--- src/hw/rtl/dlet_pkg.sv ---
// shared types and constants of the deadline event table
package dlet_pkg;

   // table geometry
   localparam int SlotCount = 64;
   localparam int IdxWidth  = $clog2(SlotCount);
   localparam logic [IdxWidth-1:0] SlotLast = IdxWidth'(SlotCount - 1);

   // fixed field widths
   localparam int KindWidth     = 2;
   localparam int TargetWidth   = 8;
   localparam int OptionWidth   = 8;
   localparam int TimeWidth     = 32;
   localparam int SlotNumWidth  = 6;
   localparam int StageWidth    = 8;

   // item opcodes
   typedef enum logic {
      OP_SCHEDULE = 1'b0,
      OP_TICK     = 1'b1
   } op_type;

   // event kinds
   typedef enum logic [KindWidth-1:0] {
      KIND_RELAY = 2'd0,
      KIND_LIGHT = 2'd1,
      KIND_SOUND = 2'd2,
      KIND_STAGE = 2'd3
   } kind_type;

   // controller states
   typedef enum logic [1:0] {
      ST_IDLE,
      ST_FIND,
      ST_SCAN,
      ST_FLUSH
   } state_type;

   // one stored event
   typedef struct packed {
      logic [KindWidth-1:0]   kind;
      logic [TargetWidth-1:0] target;
      logic [OptionWidth-1:0] option;
      logic [TimeWidth-1:0]   deadline;
   } slot_entry_type;

   localparam int EntryWidth = $bits(slot_entry_type);

   // accepted input item
   typedef struct packed {
      slot_entry_type         entry;
      logic [TimeWidth-1:0]   now_time;
   } item_type;

   // one result beat
   typedef struct packed {
      logic [KindWidth-1:0]    kind;
      logic [TargetWidth-1:0]  target;
      logic [OptionWidth-1:0]  option;
      logic [SlotNumWidth-1:0] slot;
      logic [StageWidth-1:0]   stage;
      logic                    last;
   } result_type;

endpackage

--- src/hw/rtl/dlet_slot_ram.sv ---
// simple dual-port event payload memory (one write port, one read port) with registered read data
module dlet_slot_ram #(
   parameter int Depth     = 64,
   parameter int Width     = 50,
   parameter int AddrWidth = $clog2(Depth)
) (
   input  logic                 clock,
   input  logic                 wr_en,
   input  logic [AddrWidth-1:0] wr_addr,
   input  logic [Width-1:0]     wr_data,
   input  logic                 rd_en,
   input  logic [AddrWidth-1:0] rd_addr,
   output logic [Width-1:0]     rd_data
);

   logic [Width-1:0] mem_ff [Depth];
   logic [Width-1:0] rd_data_ff;

   // write port
   always_ff @(posedge clock) begin
      if (wr_en) begin
         mem_ff[wr_addr] <= wr_data;
      end
   end

   // registered read port
   always_ff @(posedge clock) begin
      if (rd_en) begin
         rd_data_ff <= mem_ff[rd_addr];
      end
   end

   assign rd_data = rd_data_ff;

endmodule

--- src/hw/rtl/deadline_event_table.sv ---
// deadline event table: slot store, schedule search and tick scan
//
// Events live in a SlotCount-entry payload memory with registered read data;
// active marks sit in flip-flops and are cleared by reset. A schedule item
// walks the active marks one slot per cycle from slot 0 to the lowest free
// slot (slot 0 when all are busy), and busy stays high until that slot is
// written. A tick item reads every slot in index order, one memory read per
// cycle, and keeps busy high until the scan has been flushed.
// Each due event leaves as one rsp_strobe beat of a single cycle; the results
// cannot be stalled. A fired event is held back one beat until the next due
// event or the end of the scan is known, so that rsp_last_of_tick marks the
// final beat of the tick. A tick with nothing due gives no beat.
module deadline_event_table (
   input  logic        clock,
   input  logic        reset,
   input  logic        start,
   output logic        busy,
   input  logic        req_op,
   input  logic [1:0]  req_effect_kind,
   input  logic [7:0]  req_target_id,
   input  logic [7:0]  req_option_code,
   input  logic [31:0] req_deadline,
   input  logic [31:0] req_now_time,
   output logic        rsp_strobe,
   output logic [1:0]  rsp_fired_kind,
   output logic [7:0]  rsp_fired_target,
   output logic [7:0]  rsp_fired_option,
   output logic [5:0]  rsp_fired_slot,
   output logic [7:0]  rsp_stage_value,
   output logic        rsp_last_of_tick
);

   dlet_pkg::state_type                     state_ff, state_in;
   dlet_pkg::item_type                      item_ff;
   logic [dlet_pkg::SlotCount-1:0]          active_ff, active_in;
   logic [dlet_pkg::IdxWidth-1:0]           find_idx_ff, find_idx_in;
   logic [dlet_pkg::IdxWidth-1:0]           rd_idx_ff, rd_idx_in;
   logic                                    rd_done_ff, rd_done_in;
   logic                                    chk_valid_ff, chk_valid_in;
   logic [dlet_pkg::IdxWidth-1:0]           chk_idx_ff, chk_idx_in;
   logic [dlet_pkg::StageWidth-1:0]         stage_ff, stage_in;
   logic                                    pend_valid_ff, pend_valid_in;
   dlet_pkg::result_type                    pend_ff, pend_in;
   logic                                    rsp_strobe_ff, rsp_strobe_in;
   dlet_pkg::result_type                    rsp_ff, rsp_in;
   logic                                    accept;
   logic                                    ram_we;
   logic [dlet_pkg::IdxWidth-1:0]           ram_wr_addr;
   logic                                    ram_rd_en;
   logic [dlet_pkg::EntryWidth-1:0]         ram_rd_bits;
   dlet_pkg::slot_entry_type                rd_entry;

   assign busy     = (state_ff != dlet_pkg::ST_IDLE);
   assign accept   = start && !busy;
   assign rd_entry = dlet_pkg::slot_entry_type'(ram_rd_bits);

   // payload memory
   dlet_slot_ram #(
      .Depth     (dlet_pkg::SlotCount),
      .Width     (dlet_pkg::EntryWidth),
      .AddrWidth (dlet_pkg::IdxWidth)
   ) u_slot_ram (
      .clock   (clock),
      .wr_en   (ram_we),
      .wr_addr (ram_wr_addr),
      .wr_data (item_ff.entry),
      .rd_en   (ram_rd_en),
      .rd_addr (rd_idx_ff),
      .rd_data (ram_rd_bits)
   );

   // next state, memory control and result beats
   always_comb begin
      state_in      = state_ff;
      active_in     = active_ff;
      find_idx_in   = find_idx_ff;
      rd_idx_in     = rd_idx_ff;
      rd_done_in    = rd_done_ff;
      chk_valid_in  = 1'b0;
      chk_idx_in    = chk_idx_ff;
      stage_in      = stage_ff;
      pend_valid_in = pend_valid_ff;
      pend_in       = pend_ff;
      rsp_strobe_in = 1'b0;
      rsp_in        = rsp_ff;
      ram_we        = 1'b0;
      ram_wr_addr   = find_idx_ff;
      ram_rd_en     = 1'b0;
      case (state_ff)
         dlet_pkg::ST_IDLE: begin
            if (accept) begin
               if (req_op == dlet_pkg::OP_TICK) begin
                  state_in      = dlet_pkg::ST_SCAN;
                  rd_idx_in     = '0;
                  rd_done_in    = 1'b0;
                  pend_valid_in = 1'b0;
               end else begin
                  state_in    = dlet_pkg::ST_FIND;
                  find_idx_in = '0;
               end
            end
         end
         dlet_pkg::ST_FIND: begin
            // lowest free slot, else overwrite slot 0
            if (!active_ff[find_idx_ff]) begin
               ram_we                 = 1'b1;
               ram_wr_addr            = find_idx_ff;
               active_in[find_idx_ff] = 1'b1;
               state_in               = dlet_pkg::ST_IDLE;
            end else if (find_idx_ff == dlet_pkg::SlotLast) begin
               ram_we       = 1'b1;
               ram_wr_addr  = '0;
               active_in[0] = 1'b1;
               state_in     = dlet_pkg::ST_IDLE;
            end else begin
               find_idx_in = find_idx_ff + 1'b1;
            end
         end
         dlet_pkg::ST_SCAN: begin
            // issue one read per cycle
            if (!rd_done_ff) begin
               ram_rd_en    = 1'b1;
               chk_valid_in = 1'b1;
               chk_idx_in   = rd_idx_ff;
               if (rd_idx_ff == dlet_pkg::SlotLast) begin
                  rd_done_in = 1'b1;
               end else begin
                  rd_idx_in = rd_idx_ff + 1'b1;
               end
            end
            // check the slot read last cycle
            if (chk_valid_ff && active_ff[chk_idx_ff] &&
                !(item_ff.now_time < rd_entry.deadline)) begin
               active_in[chk_idx_ff] = 1'b0;
               if (rd_entry.kind == dlet_pkg::KIND_STAGE) begin
                  stage_in = stage_ff + 1'b1;
               end
               if (pend_valid_ff) begin
                  rsp_strobe_in = 1'b1;
                  rsp_in        = pend_ff;
                  rsp_in.last   = 1'b0;
               end
               pend_in.kind   = rd_entry.kind;
               pend_in.target = rd_entry.target;
               pend_in.option = rd_entry.option;
               pend_in.slot   = dlet_pkg::SlotNumWidth'(chk_idx_ff);
               pend_in.stage  = stage_in;
               pend_in.last   = 1'b0;
               pend_valid_in  = 1'b1;
            end
            if (chk_valid_ff && (chk_idx_ff == dlet_pkg::SlotLast)) begin
               state_in = dlet_pkg::ST_FLUSH;
            end
         end
         dlet_pkg::ST_FLUSH: begin
            // held beat is the last of the tick
            if (pend_valid_ff) begin
               rsp_strobe_in = 1'b1;
               rsp_in        = pend_ff;
               rsp_in.last   = 1'b1;
            end
            pend_valid_in = 1'b0;
            state_in      = dlet_pkg::ST_IDLE;
         end
         default: begin
            state_in = dlet_pkg::ST_IDLE;
         end
      endcase
   end

   // control registers
   always_ff @(posedge clock) begin
      if (reset) begin
         state_ff      <= dlet_pkg::ST_IDLE;
         active_ff     <= '0;
         stage_ff      <= '0;
         pend_valid_ff <= 1'b0;
         rsp_strobe_ff <= 1'b0;
         chk_valid_ff  <= 1'b0;
         rd_done_ff    <= 1'b0;
      end else begin
         state_ff      <= state_in;
         active_ff     <= active_in;
         stage_ff      <= stage_in;
         pend_valid_ff <= pend_valid_in;
         rsp_strobe_ff <= rsp_strobe_in;
         chk_valid_ff  <= chk_valid_in;
         rd_done_ff    <= rd_done_in;
      end
   end

   // payload registers
   always_ff @(posedge clock) begin
      find_idx_ff <= find_idx_in;
      rd_idx_ff   <= rd_idx_in;
      chk_idx_ff  <= chk_idx_in;
      pend_ff     <= pend_in;
      rsp_ff      <= rsp_in;
      if (accept) begin
         item_ff.entry.kind     <= req_effect_kind;
         item_ff.entry.target   <= req_target_id;
         item_ff.entry.option   <= req_option_code;
         item_ff.entry.deadline <= req_deadline;
         item_ff.now_time       <= req_now_time;
      end
   end

   // result ports
   assign rsp_strobe       = rsp_strobe_ff;
   assign rsp_fired_kind   = rsp_ff.kind;
   assign rsp_fired_target = rsp_ff.target;
   assign rsp_fired_option = rsp_ff.option;
   assign rsp_fired_slot   = rsp_ff.slot;
   assign rsp_stage_value  = rsp_ff.stage;
   assign rsp_last_of_tick = rsp_ff.last;

endmodule

--- config.mk ---
export PLATFORM = sky130hd
export DESIGN_NAME = deadline_event_table
export DESIGN_NICKNAME = d
export VERILOG_FILES = /design/src/hw/rtl/dlet_pkg.sv /design/src/hw/rtl/dlet_slot_ram.sv /design/src/hw/rtl/deadline_event_table.sv
export SDC_FILE = /design/constraint.sdc
export NUM_CORES = 2
export LEC_CHECK = 0
export BUFFER_PORTS_ARGS = -buffer_cell sky130_fd_sc_hd__buf_2
export CELL_PAD_IN_SITES_DETAIL_PLACEMENT = 0
export CELL_PAD_IN_SITES_GLOBAL_PLACEMENT = 1
export CORE_MARGIN = 2
export CORE_UTILIZATION = 45
export DETAILED_ROUTE_END_ITERATION = 7
export PLACE_DENSITY_LB_ADDON = 0.2
export SLEW_MARGIN = 20
export SYNTH_ARGS = -nofsm -noshare
export SYNTH_HDL_FRONTEND = slang
export SYNTH_HIERARCHICAL = 1
export SYNTH_SLANG_ARGS = --single-unit
--- constraint.sdc ---
create_clock -name clock -period 20.4 [get_ports clock]
set_clock_uncertainty 0.2 [all_clocks]
set_input_delay 1.02 -clock clock [delete_from_list [all_inputs] [get_ports clock]]
set_output_delay 1.02 -clock clock [all_outputs]
set_load 0.05 [all_outputs]
==> run metrics <==
status finished with violations; failing checks DRC; Synth Area in Simple Gates 0.0273; core box area ~0.3 mm^2; PD cells roughly 140 mW/mm^2; Die Y-Extent between 500 and 600 um; setup TNS 0 ns; GRT Max-Usage Layer met2; CTS clk-pin slew, worst paths about 0.060 ns; synthesized netlist net count roughly 6600; Synth Area in XOR/XNOR 0.000844; ys flop type edfxtp_1; cts bufs inserted 362; Post-Synthesis Cells around 6500; crit end category flop; most used cell, CP buf_4; ys async rst share 0; Routability Congestion 0.831; WL final 397000 um; Clock Sinks between 3000 and 4000; RSZ-0062 raised after global routing false; Slew HR 0.127; DP Cell Count a little over 10000; Final Critical Period about 6.6 ns; WL per Instance between 30 and 40 um; Port Buffers 120; M1 GR Usage 0.380; CP Cell Sequence buf_4 -> inv_2 -> a311o_1 -> a21oi_1 -> o311a_1 -> a41oi_2 -> nor2b_1 -> nor2_1 -> nor2b_1 -> nand3_1 -> nor2_4 -> buf_4 -> buf_4; sequential area share after synthesis 0.772; Area Growth Syn to Fin 13.4%; IO Pins 121; die width approximately 550 um; CTS tree done; remaining global-route overflow 0; fill count ~23000; First-pass DRT Iterations 8; Final Non-Filler Cells ~11000; Max VDD drop ~0.15 mV; Worst path slowest cell nor2_4; largest net degree at the start of global routing 97; drc violations 3; critical path peak fanout 34; crit share post-route 0.325; Worst path max stage delay approximately 0.77 ns; mux contribution to synthesized area 0.143; Synth Register Bits 3493; Routed Antenna Nets 0; final setup fails 0; total global routing track utilization 0.260; startpoint types flop; Crit Path Class flop to flop; Design Power about 21 mW; synth unique cells just under 90; CP arrival approximately 7.0 ns; Clock Tree Buf Depth 4; area of the mapped netlist between 0.1 and 0.15 mm^2; nets@finish roughly 7000; synthesis warning total 6; initial antenna violation count 31; Post-Syn Area per Cell 20.9 um^2; standard-cell rows 200; Detailed Place HPWL approximately 230000 um; vias in the first global route between 60000 and 70000; Root Buffer clkbuf_16; first-pass GRT wire length ~550000 um; GR Layer Usage met2 0.402; Adder-Cell Fraction of Synth Area 0.00353; M3 GR Usage 0.0498; vias ~69000; Max Slew Vio Count 0; violation count after the first detailed-route iteration 10174; f_max roughly 150 MHz; die area 0.304 mm^2; H-tree levels 5; Initial Util 0.453; worst skew pair latency between 0.9 and 1 ns; share of cells above drive strength 1 0.243; final hold vios 0; Slew @ Worst Pin 1.31 ns; EDFF count, synth 3415; largest family of logic cells by synthesized area multiplexers; Worst EP required 20.76 ns; Pleak 47.7 nW; number of vias per cell roughly 6.3; Max-Cap Viols 0; Hold WC Path Type input pin to flop; Synth Area in Compound Gates 0.0381
[worst paths after layout]
check                                startpoint                         to  slack, ns  depth (start not counted)
worst max-delay path             find_idx_ff[2]  u_slot_ram/mem_ff[19][13]      13.77                         13
worst min-delay path            req_deadline[7]                item_ff[39]       0.05                          1
worst max register to register   find_idx_ff[2]  u_slot_ram/mem_ff[19][13]      13.77                         13
worst min register to register       pend_ff[4]         rsp_stage_value[3]       0.19                          0
[synth_stat cells, types with 12 or more instances]
library cell / number / area share
a211oi_1: 32 / 0.0018
a21oi_1: 78 / 0.0029
a221o_1: 39 / 0.0029
a22oi_1: 115 / 0.0064
a311o_1: 16 / 0.0012
a31oi_1: 23 / 0.0011
and3_1: 20 / 0.00093
buf_1: 30 / 0.00084
buf_2: 89 / 0.0033
buf_4: 43 / 0.0024
buf_6: 23 / 0.0019
clkbuf_1: 186 / 0.0052
dfxtp_1: 78 / 0.012
edfxtp_1: 3415 / 0.76
ha_1: 38 / 0.0035
inv_1: 46 / 0.0013
mux2_1: 16 / 0.0013
mux2_2: 72 / 0.0060
mux2i_1: 257 / 0.019
mux4_2: 696 / 0.12
nand2_1: 193 / 0.0054
nand2b_1: 14 / 0.00065
nand3_1: 135 / 0.0050
nand3b_1: 22 / 0.0012
nand4_1: 70 / 0.0032
nor2_1: 146 / 0.0041
nor2b_1: 43 / 0.0020
nor3_1: 12 / 0.00045
nor4_1: 25 / 0.0012
o211ai_1: 42 / 0.0023
o21ai_0: 54 / 0.0020
o21ai_1: 17 / 0.00063
o221ai_1: 55 / 0.0036
o22a_1: 15 / 0.00097
o22ai_1: 145 / 0.0067
[metal layers]
| layer | vias up | share of wire |
|---|---|---|
| met5 | - | 0 |
| met4 | 0 | 0.029 |
| met3 | 522 | 0.093 |
| met2 | 3492 | 0.46 |
| met1 | 37538 | 0.41 |
| li1 | 27930 | - |
[timing repair]
item	4_1_cts	5_1_grt
buffers inserted	0	0
gates resized for setup	0	0
endpoints found under the hold margin	41	0
hold buffers	41	0
[power breakdown]
part	switching (mW)	internal, mW	leakage, nW
Combinational	4.02	2.13	10.8
Sequential	0.150	8.46	31.4
Clock	2.79	3.61	5.53
[kinds of logic (layout without fill, tap and decap cells)]
family,after synthesis,after routing
mux,1041,1041
buf+inv,424,1089
xor+xnor,13,13
other cells,0,12
compound gates,707,707
fa+ha+maj,38,38
simple gates,737,737
flops,3493,3493
[worst max-delay path, delay by kind of cell, from the launching register on]
kind            cells  cell delay (ns)
compound gates      4             1.16
buf+inv             4             1.83
flops               1             0.32
simple gates        5             2.69
[state kept, by name, summed over array words and instances (netlist names), 6 cells and up]
| register | count |
|---|---|
| rsp_stage_value | 8 |
| rd_idx_ff | 6 |
| find_idx_ff | 6 |
| u_slot_ram/rd_data | 50 |
| chk_idx_ff | 6 |
| u_slot_ram/mem_ff | 3200 |
| pend_ff | 32 |
| rsp_fired_target | 8 |
| rsp_fired_slot | 6 |
| stage_ff | 8 |
| active_ff | 64 |
| rsp_fired_option | 8 |
| item_ff | 82 |
[final cells by class]
type / count / area [um^2] / area share
sequential: 3493 / 104000 / 0.681
multi-input combinational: 2536 / 29300 / 0.192
clock buffer: 459 / 9580 / 0.0626
tap: 3939 / 4930 / 0.0322
timing repair buffer: 389 / 2910 / 0.0190
clock inverter: 193 / 1840 / 0.0120
inverter: 48 / 185 / 0.00121
antenna: 12 / 30.0 / 0.000196
[cell usage in the layout (no fill, tap or decap), types with 12 or more instances in the layout]
| cell | count |
|---|---|
| a221o_1 | 39 |
| bufinv_16 | 21 |
| ha_1 | 38 |
| o21ai_1 | 17 |
| nand2_1 | 189 |
| and3_1 | 20 |
| dlygate4sd3_1 | 41 |
| clkbuf_16 | 366 |
| o22a_1 | 15 |
| o21ai_0 | 54 |
| edfxtp_1 | 3415 |
| nor2_1 | 76 |
| a211oi_1 | 31 |
| nand3b_1 | 22 |
| buf_2 | 120 |
| dfxtp_1 | 78 |
| clkbuf_1 | 86 |
| inv_1 | 43 |
| a21oi_1 | 78 |
| nor4_1 | 25 |
| o221ai_1 | 55 |
| buf_12 | 12 |
| nand3_1 | 135 |
| a311o_1 | 16 |
| clkinv_1 | 86 |
| diode_2 | 12 |
| mux2_2 | 72 |
| buf_4 | 211 |
| nor2_4 | 66 |
| o22ai_1 | 145 |
| mux4_2 | 696 |
| clkinv_2 | 51 |
| mux2_1 | 16 |
| o211ai_1 | 42 |
| a22oi_1 | 115 |
| nor2b_1 | 37 |
| nand4_1 | 70 |
| mux2i_1 | 257 |
| a31oi_1 | 22 |
[per-stage QoR]
step           area, um^2  setup WS [ns]  hold WS, ns   util
4_1_cts            153000          13.84     0.000127  0.514
3_3_place_gp       141000          13.84        0.202  0.474
3_5_place_dp       141000          13.87        0.205  0.474
2_1_floorplan      135000          13.47        0.200      -
5_1_grt            153000          13.58       0.0193  0.514
6_report           153000          13.77       0.0502  0.514
Power figures use the tool's default switching activity.
